===== src/hdl/mbg_pkg.sv =====
`default_nettype none
package mbg_pkg;

  localparam int CFG_W = 6;
  localparam int RND_W = 16;
  localparam int OUT_CW = 7;

  // Configuration register indexes.
  localparam logic REG_WIDTH  = 1'b0;
  localparam logic REG_HEIGHT = 1'b1;

  typedef enum logic [1:0] {
    EVT_RESTART = 2'd0,
    EVT_CARVE   = 2'd1,
    EVT_BACK    = 2'd2,
    EVT_FINISH  = 2'd3
  } event_t;

  typedef enum logic [2:0] {
    ADDR_CLR, ADDR_UP, ADDR_MID, ADDR_DN, ADDR_WALL, ADDR_ENTRY, ADDR_EXIT
  } addr_sel_t;

  typedef enum logic [1:0] {COL_WALL, COL_ENTRY, COL_EXIT} col_sel_t;

  typedef enum logic [1:0] {CAP_NONE, CAP_UP, CAP_MID, CAP_DN} cap_t;

  typedef struct packed {
    addr_sel_t addr_sel;
    logic      mem_rd;
    logic      mem_wr;
    logic      wr_clear;
    col_sel_t  col_sel;
    logic      clr_inc;
    logic      init_state;
    logic      item_load;
    cap_t      cap;
    logic      cand_next;
    logic      pick;
    logic      push;
    logic      pop_rd;
    logic      pop_load;
    logic      evt_load;
    event_t    evt_code;
    logic      out_load;
  } cmd_t;

  typedef struct packed {
    logic clr_last;
    logic cand_ok;
    logic cand_last;
    logic cnt_zero;
    logic finished;
    logic out_free;
  } status_t;

  // Remainder of a 16-bit value by three, folding base-4 digits.
  function automatic logic [1:0] mod3(input logic [RND_W-1:0] r);
    logic [4:0] s;
    logic [2:0] t;
    s = '0;
    for (int i = 0; i < RND_W / 2; i++) begin
      s = s + 5'(r[2*i +: 2]);
    end
    t = 3'(s[1:0]) + 3'(s[3:2]) + 3'(s[4]);
    if (t >= 3'd6) t = t - 3'd6;
    else if (t >= 3'd3) t = t - 3'd3;
    return t[1:0];
  endfunction

  // Slot of the chosen candidate: the (r mod count)-th set bit of the mask.
  function automatic logic [1:0] pick_slot(input logic [3:0] mask,
                                           input logic [RND_W-1:0] r);
    logic [2:0] n;
    logic [1:0] p;
    logic [2:0] seen;
    logic [1:0] slot;
    n = 3'($countones(mask));
    case (n)
      3'd2:    p = {1'b0, r[0]};
      3'd3:    p = mod3(r);
      3'd4:    p = r[1:0];
      default: p = 2'd0;
    endcase
    seen = '0;
    slot = '0;
    for (int i = 0; i < 4; i++) begin
      if (mask[i]) begin
        if (seen == {1'b0, p}) slot = 2'(i);
        seen = seen + 3'd1;
      end
    end
    return slot;
  endfunction

endpackage
`default_nettype wire


===== src/hdl/mbg_ctrl.sv =====
`default_nettype none
module mbg_ctrl (
  input  wire logic             clk,
  input  wire logic             rst,
  input  wire logic             in_valid,
  input  wire logic             in_kind,
  output logic                  in_ready,
  input  wire mbg_pkg::status_t sts,
  output mbg_pkg::cmd_t         cmd
);
  import mbg_pkg::*;

  typedef enum logic [15:0] {
    S_CLR  = 16'h0001,
    S_IDLE = 16'h0002,
    S_CAND = 16'h0004,
    S_R1   = 16'h0008,
    S_R2   = 16'h0010,
    S_R3   = 16'h0020,
    S_PICK = 16'h0040,
    S_CRD  = 16'h0080,
    S_CWR  = 16'h0100,
    S_POP  = 16'h0200,
    S_POPW = 16'h0400,
    S_FRD0 = 16'h0800,
    S_FWR0 = 16'h1000,
    S_FRD1 = 16'h2000,
    S_FWR1 = 16'h4000,
    S_EMIT = 16'h8000
  } state_t;

  state_t state, state_next;
  logic   restart_q, restart_q_next;

  // State register; reset starts the grid clearing pass.
  always_ff @(posedge clk) begin
    if (rst) begin
      state     <= S_CLR;
      restart_q <= 1'b0;
    end else begin
      state     <= state_next;
      restart_q <= restart_q_next;
    end
  end

  // Next state and command decode.
  always_comb begin
    state_next     = state;
    restart_q_next = restart_q;
    cmd            = '0;
    in_ready       = 1'b0;
    unique case (state)
      S_CLR: begin
        cmd.addr_sel = ADDR_CLR;
        cmd.mem_wr   = 1'b1;
        cmd.wr_clear = 1'b1;
        cmd.clr_inc  = 1'b1;
        if (sts.clr_last) begin
          cmd.init_state = 1'b1;
          if (restart_q) begin
            cmd.evt_load   = 1'b1;
            cmd.evt_code   = EVT_RESTART;
            restart_q_next = 1'b0;
            state_next     = S_EMIT;
          end else begin
            state_next = S_IDLE;
          end
        end
      end
      S_IDLE: begin
        in_ready = 1'b1;
        if (in_valid) begin
          cmd.item_load = 1'b1;
          if (!in_kind) begin
            restart_q_next = 1'b1;
            state_next     = S_CLR;
          end else if (sts.finished) begin
            state_next = S_FRD0;
          end else begin
            state_next = S_CAND;
          end
        end
      end
      S_CAND: begin
        if (sts.cand_ok) begin
          cmd.addr_sel = ADDR_UP;
          cmd.mem_rd   = 1'b1;
          state_next   = S_R1;
        end else if (sts.cand_last) begin
          state_next = S_PICK;
        end else begin
          cmd.cand_next = 1'b1;
        end
      end
      S_R1: begin
        cmd.addr_sel = ADDR_MID;
        cmd.mem_rd   = 1'b1;
        cmd.cap      = CAP_UP;
        state_next   = S_R2;
      end
      S_R2: begin
        cmd.addr_sel = ADDR_DN;
        cmd.mem_rd   = 1'b1;
        cmd.cap      = CAP_MID;
        state_next   = S_R3;
      end
      S_R3: begin
        cmd.cap = CAP_DN;
        if (sts.cand_last) begin
          state_next = S_PICK;
        end else begin
          cmd.cand_next = 1'b1;
          state_next    = S_CAND;
        end
      end
      S_PICK: begin
        cmd.pick   = 1'b1;
        state_next = sts.cnt_zero ? S_POP : S_CRD;
      end
      S_CRD: begin
        cmd.addr_sel = ADDR_WALL;
        cmd.mem_rd   = 1'b1;
        state_next   = S_CWR;
      end
      S_CWR: begin
        cmd.addr_sel = ADDR_WALL;
        cmd.mem_wr   = 1'b1;
        cmd.col_sel  = COL_WALL;
        cmd.push     = 1'b1;
        cmd.evt_load = 1'b1;
        cmd.evt_code = EVT_CARVE;
        state_next   = S_EMIT;
      end
      S_POP: begin
        cmd.pop_rd = 1'b1;
        state_next = S_POPW;
      end
      S_POPW: begin
        cmd.pop_load = 1'b1;
        cmd.evt_load = 1'b1;
        cmd.evt_code = EVT_BACK;
        state_next   = S_EMIT;
      end
      S_FRD0: begin
        cmd.addr_sel = ADDR_ENTRY;
        cmd.mem_rd   = 1'b1;
        state_next   = S_FWR0;
      end
      S_FWR0: begin
        cmd.addr_sel = ADDR_ENTRY;
        cmd.mem_wr   = 1'b1;
        cmd.col_sel  = COL_ENTRY;
        state_next   = S_FRD1;
      end
      S_FRD1: begin
        cmd.addr_sel = ADDR_EXIT;
        cmd.mem_rd   = 1'b1;
        state_next   = S_FWR1;
      end
      S_FWR1: begin
        cmd.addr_sel = ADDR_EXIT;
        cmd.mem_wr   = 1'b1;
        cmd.col_sel  = COL_EXIT;
        cmd.evt_load = 1'b1;
        cmd.evt_code = EVT_FINISH;
        state_next   = S_EMIT;
      end
      S_EMIT: begin
        if (sts.out_free) begin
          cmd.out_load = 1'b1;
          state_next   = S_IDLE;
        end
      end
      default: state_next = S_CLR;
    endcase
  end

endmodule
`default_nettype wire


===== config.mk =====
export PLATFORM = sky130hd
export DESIGN_NAME = mbg_ctrl
export DESIGN_NICKNAME = d
export VERILOG_FILES = /design/src/hdl/mbg_pkg.sv /design/src/hdl/mbg_ctrl.sv
export SDC_FILE = /design/constraint.sdc
export NUM_CORES = 1
export LEC_CHECK = 0
export BUFFER_PORTS_ARGS = -buffer_cell sky130_fd_sc_hd__buf_2
export CORE_UTILIZATION = 40
export CTS_CLUSTER_DIAMETER = 200
export DETAILED_ROUTE_END_ITERATION = 10
export PLACE_DENSITY = 0.6
export SYNTH_ARGS = -nofsm -noshare
export SYNTH_HDL_FRONTEND = slang
export SYNTH_SLANG_ARGS = --single-unit

===== constraint.sdc =====
create_clock -name clk -period 2.05 [get_ports clk]
set_input_delay 0.205 -clock clk [delete_from_list [all_inputs] [get_ports clk]]
set_output_delay 0.205 -clock clk [all_outputs]
set_load 0.005 [all_outputs]

* After elaboration in Yosys (flattened, before gate mapping)
Index checks and enable logic that the tools add are counted.
Word-level totals: bits in latches 0, output and inout bits 23, logic and storage cells 71, memories kept 0, RAM bits 0, ROM bits 0, flip-flop bits (word level) 17
Operators by class: magnitude comparators 0, bitwise logic cells 0, multiplexer cells 39, multipliers 0, equal/unequal tests 21, reduce and logical (&&, ||, !) cells 9, divide/modulo/power cells 0, $add $sub $neg 0, shift-type cells 0
Operator list (count):
- 16-bit one-hot mux with 14 select lines | 1
- 16-bit two-way mux | 7
- 3-bit one-hot mux with 6 select lines | 1
- 1-bit two-way mux | 17
- 16-bit by 1-bit == test with 1-bit output, second input constant | 1
- 16-bit by 10-bit == test with 1-bit output, second input constant | 1
- 16-bit by 11-bit == test with 1-bit output, second input constant | 1
- 16-bit by 12-bit == test with 1-bit output, second input constant | 1
- 16-bit by 13-bit == test with 1-bit output, second input constant | 1
- 16-bit by 14-bit == test with 1-bit output, second input constant | 1
- 16-bit by 15-bit == test with 1-bit output, second input constant | 1
- 16-bit == test, second input constant | 1
- 16-bit by 2-bit == test with 1-bit output, second input constant | 1
- 16-bit by 3-bit == test with 1-bit output, second input constant | 1
- 16-bit by 4-bit == test with 1-bit output, second input constant | 1
- 16-bit by 5-bit == test with 1-bit output, second input constant | 1
- 16-bit by 6-bit == test with 1-bit output, second input constant | 1
- 16-bit by 7-bit == test with 1-bit output, second input constant | 1
- 16-bit by 8-bit == test with 1-bit output, second input constant | 1
- 16-bit by 9-bit == test with 1-bit output, second input constant | 1
- 12-bit two-way mux | 1
- 3-bit one-hot mux with 4 select lines | 1
- 10-bit two-way mux | 1
- 2-bit != test, second input constant | 4
- other kinds (13) | 20

* Logic depth before layout (Yosys ltp)
depth after elaboration 4, mapped depth 7

* Least setup slack after synthesis
OpenSTA, ideal clock, no wires.
kind reg-to-output, from register state[1], to output cmd[3] (netlist name), stages on the path, launching flop included 6, slack 401 ps, arrival time 1444 ps, cells stage by stage dfxtp_1 -> buf_6 -> nor4_4 -> nand2_2 -> nor4b_4 -> a2111o_1
RTL lines:
- start, declared | line mbg_ctrl.sv:32 | state_t state, state_next;
- start signal, assigned | line mbg_ctrl.sv:41 | state <= state_next;
- end, declared | line mbg_ctrl.sv:9 | output mbg_pkg::cmd_t cmd

==> impl_metrics.prom <==
# TYPE chip_impl_metric gauge
chip_impl_metric{name="std_cell_rows",unit=""} 19
chip_impl_info{name="crit_slowest_cell",value="sky130_fd_sc_hd__nor4b_1"} 1
chip_impl_metric{name="first_pass_iters",unit=""} 8
chip_impl_metric{name="tns",unit="ns"} -0.0370
chip_impl_info{name="worst_setup_path_end_kind",value="primary output"} 1
chip_impl_metric{name="regToRegSetupSlack",unit="ns"} 0.17
chip_impl_metric{name="synthArstFlopShare",unit="%"} 0
chip_impl_metric{name="wire_length_of_the_first_global_routing_pass",unit="mm"} 5.83
chip_impl_metric{name="cap_viol_max_count",unit=""} 0
chip_impl_metric{name="max_slew_margin",unit="%"} 71.1
chip_impl_metric{name="cts-buffers-inserted",unit=""} 3
chip_impl_metric{name="clockBufferDepth",unit=""} 2
chip_impl_info{name="setup.worst_path.class",value="reg2out"} 1
chip_impl_info{name="rsz0062_at_grt",value="yes"} 1
chip_impl_metric{name="latest_clock_arrival_within_the_worst_skew_pair",unit="ns"} 0.30
chip_impl_info{name="synth_area_leader_cell",value="sky130_fd_sc_hd__dfxtp_1"} 1
chip_impl_metric{name="gr-total-overflow",unit=""} 0
chip_impl_metric{name="power_density",unit="nW/µm²"} 755
chip_impl_metric{name="post_synth_inst_count",unit=""} 155
chip_impl_metric{name="synth-edff-count",unit=""} 0
chip_impl_metric{name="io_pins",unit=""} 33
chip_impl_info{name="start_kind",value="flop"} 1
chip_impl_metric{name="crit_arrival",unit="ns"} 1.88
chip_impl_metric{name="cts_num_sinks",unit=""} 17
chip_impl_metric{name="cts.hold.buffers_added",unit=""} 0
chip_impl_metric{name="total_power",unit="µW"} 1360
chip_impl_metric{name="detailedRoute.firstIterationViolations",unit=""} 81
chip_impl_metric{name="syn-mean-instance-area",unit="µm²"} 8.01
chip_impl_info{name="outcome",value="finished with violations"} 1
chip_impl_metric{name="fin_crit_sh",unit="%"} 102
chip_impl_metric{name="post-place-cells",unit=""} 221
chip_impl_metric{name="die_area",unit="µm²"} 3330
chip_impl_metric{name="leakage",unit="µW"} 0.000856
chip_impl_metric{name="grt_pass1_vias",unit=""} 1283
chip_impl_info{name="crit_path_cell_trace",value="buf_4, nor4b_1, nand4_1, o21ai_2, nor2_1, o21ai_1, buf_2"} 1
chip_impl_metric{name="synth.cell_area",unit="µm²"} 1240
chip_impl_info{name="root_buffer",value="sky130_fd_sc_hd__clkbuf_4"} 1
chip_impl_metric{name="instances_no_fill",unit=""} 246
chip_impl_metric{name="path_clk_slew",unit="ns"} 0.11
chip_impl_metric{name="post_route_cells_drive_above_1_share",unit="%"} 51.2
chip_impl_metric{name="buffers_on_ports",unit=""} 32
chip_impl_metric{name="initial_core_util",unit="%"} 43.5
chip_impl_metric{name="synth_seq_cells",unit=""} 17
chip_impl_metric{name="final_net_count",unit=""} 226
chip_impl_metric{name="tightestPinTransition",unit="ns"} 0.428
chip_impl_metric{name="synthesis.yosys.warnings",unit=""} 0
chip_impl_metric{name="placed_wire_length_estimate_after_detailed_placement",unit="mm"} 2.53
chip_impl_metric{name="setup_violations",unit=""} 1
chip_impl_metric{name="routed_wire_length_per_instance",unit="µm"} 15.4
chip_impl_metric{name="critPathMaxStageDelay",unit="ns"} 0.39
chip_impl_info{name="cts_tree",value="yes"} 1
chip_impl_metric{name="core_area",unit="µm²"} 2850
chip_impl_metric{name="htree_levels",unit=""} 1
chip_impl_metric{name="routed_wl",unit="mm"} 3.79
chip_impl_metric{name="mappedNetlistNets",unit=""} 165
chip_impl_info{name="synthTopCellsByArea",value="sky130_fd_sc_hd__dfxtp_1 27%, sky130_fd_sc_hd__nor4b_1 7.1%, sky130_fd_sc_hd__nor2_1 6.7%, sky130_fd_sc_hd__nand2_1 4.8%, sky130_fd_sc_hd__inv_1 3.3%"} 1
chip_impl_metric{name="grt_max_degree",unit=""} 10
chip_impl_metric{name="antenna_violations_before_repair",unit=""} 0
chip_impl_metric{name="chipHeight",unit="µm"} 57.7
chip_impl_metric{name="postRouteAntennaNets",unit=""} 0
chip_impl_metric{name="drt-vias-per-instance",unit=""} 5.79
chip_impl_metric{name="synth_top_area_share",unit="%"} 27.4
chip_impl_info{name="yosys_most_used_dff",value="sky130_fd_sc_hd__dfxtp_1"} 1
chip_impl_metric{name="crit_path_max_fanout",unit=""} 5
chip_impl_metric{name="flow.area_growth_from_synthesis",unit="%"} 45.6
chip_impl_metric{name="timing.final.ws_setup",unit="ns"} -0.0370
chip_impl_metric{name="synth_cell_type_count",unit=""} 51
chip_impl_metric{name="max_clock_freq",unit="GHz"} 0.479
chip_impl_metric{name="floorplan.die.width",unit="µm"} 57.7
chip_impl_metric{name="proportion_of_synthesized_chip_area_in_sequential_cells",unit="%"} 27.4
chip_impl_metric{name="slew_viol_final",unit=""} 0
chip_impl_info{name="violated_checks",value="design-rule violations, negative setup slack"} 1
chip_impl_metric{name="via_count",unit=""} 1424
chip_impl_metric{name="vdd.ir_drop.worst",unit="V"} 0.000311
chip_impl_info{name="synth.cells.most_frequent",value="22 x sky130_fd_sc_hd__nor2_1, 17 x sky130_fd_sc_hd__dfxtp_1, 16 x sky130_fd_sc_hd__nand2_1"} 1
chip_impl_metric{name="worst-endpoint-required",unit="ns"} 1.85
chip_impl_info{name="synth.most_common_cell",value="sky130_fd_sc_hd__nor2_1"} 1
chip_impl_metric{name="timing.final.crit_period",unit="ns"} 2.09
chip_impl_metric{name="gp_routability_congestion",unit=""} 0.889
chip_impl_metric{name="hold_viol",unit=""} 0
chip_impl_metric{name="diodes",unit=""} 0
chip_impl_info{name="hold_class",value="in2reg"} 1
chip_impl_metric{name="final.setup_skew",unit="ns"} 0.00554
chip_impl_metric{name="grt_util_all_layers",unit="%"} 22.6
chip_impl_metric{name="drc",unit=""} 6
==> cells by family (layout without fill, tap and decap cells) <==
kind of cell | count (synthesis) | count (layout) | share of synthesized area (%)
XOR/XNOR | 2 | 2 | 1.41
AO/OA/AOI/OAI | 26 | 26 | 15.2
AND/OR/NAND/NOR | 91 | 91 | 48.3
flip-flops | 17 | 17 | 27.4
buffers and inverters | 19 | 79 | 7.66
==> area by class of cell <==
type / instances / area (µm²)
Multi-Input combinational cell: 119 / 906
Clock buffer: 4 / 26.3
Inverter: 11 / 41.3
Tap cell: 31 / 38.8
Timing Repair Buffer: 64 / 415
Fill cell: 268 / 1050
Sequential cell: 17 / 379
==> path summary, 6_finish.rpt <==
check / start / endpoint / cells past startpoint
worst max-delay path: state[11] / cmd[21] / 7
worst min-delay path: sts[2] / state[7] / 2
worst max register to register: state[7] / state[14] / 8
worst min register to register: state[9] / state[10] / 2
==> cells in the final DEF, fill, tap and decap left out, types with 5 or more instances in the layout <==
cell type                  n
sky130_fd_sc_hd__inv_1    11
sky130_fd_sc_hd__dfxtp_4   8
sky130_fd_sc_hd__nand2_1  15
sky130_fd_sc_hd__nor4b_2   6
sky130_fd_sc_hd__nor2_1   22
sky130_fd_sc_hd__nor4_4    5
sky130_fd_sc_hd__o21ai_0   6
sky130_fd_sc_hd__nand3_1   6
sky130_fd_sc_hd__dfxtp_2   7
sky130_fd_sc_hd__buf_2    32
sky130_fd_sc_hd__buf_4    28
==> metal layers <==
metal	wire [µm]	track usage [%]
met1	1760	29.6
met2	1780	37.9
met3	196	3.35
met4	63	8.16
met5	0	0
==> worst max-delay path, delay by kind of cell, from the launching register on <==
family	cells	cell delay [ns]
and+or+nand+nor	3	0.67
buffers and inverters	2	0.31
DFF	1	0.37
AOI/OAI and AO/OA	2	0.23
==> state kept, by name, indices dropped and copies added, names as in the netlist <==
signal	count
restart_q	1
state	16
==> repair_timing <==
| item | CTS | global route |
|---|---|---|
| setup endpoints to repair | 9 | 16 |
| cloned | 1 | 1 |
| setup buffers | 9 | 10 |
| pin swaps | 4 | 9 |
| gates resized for setup | 17 | 31 |
==> report_power, final <==
| part | total [µW] | switching, µW | internal (µW) |
|---|---|---|---|
| clock | 189 | 114 | 75.9 |
| sequential | 429 | 60.3 | 368 |
| combinational | 746 | 377 | 369 |
| total | 1360 | 551 | 814 |
==> metrics by stage <==
stage	util [%]	worst slack, ns	cell area, µm²	hold WS (ns)
after floorplan	-	0.401	1240	0.273
after global placement	51.5	0.213	1470	0.383
after detailed placement	51.5	0.214	1470	0.389
after CTS	56.8	0.00246	1620	0.0605
after global routing	63.3	-0.128	1810	0.0523
final	63.3	-0.0370	1810	0.0687
Note: power is estimated with default switching activity, not from simulation.
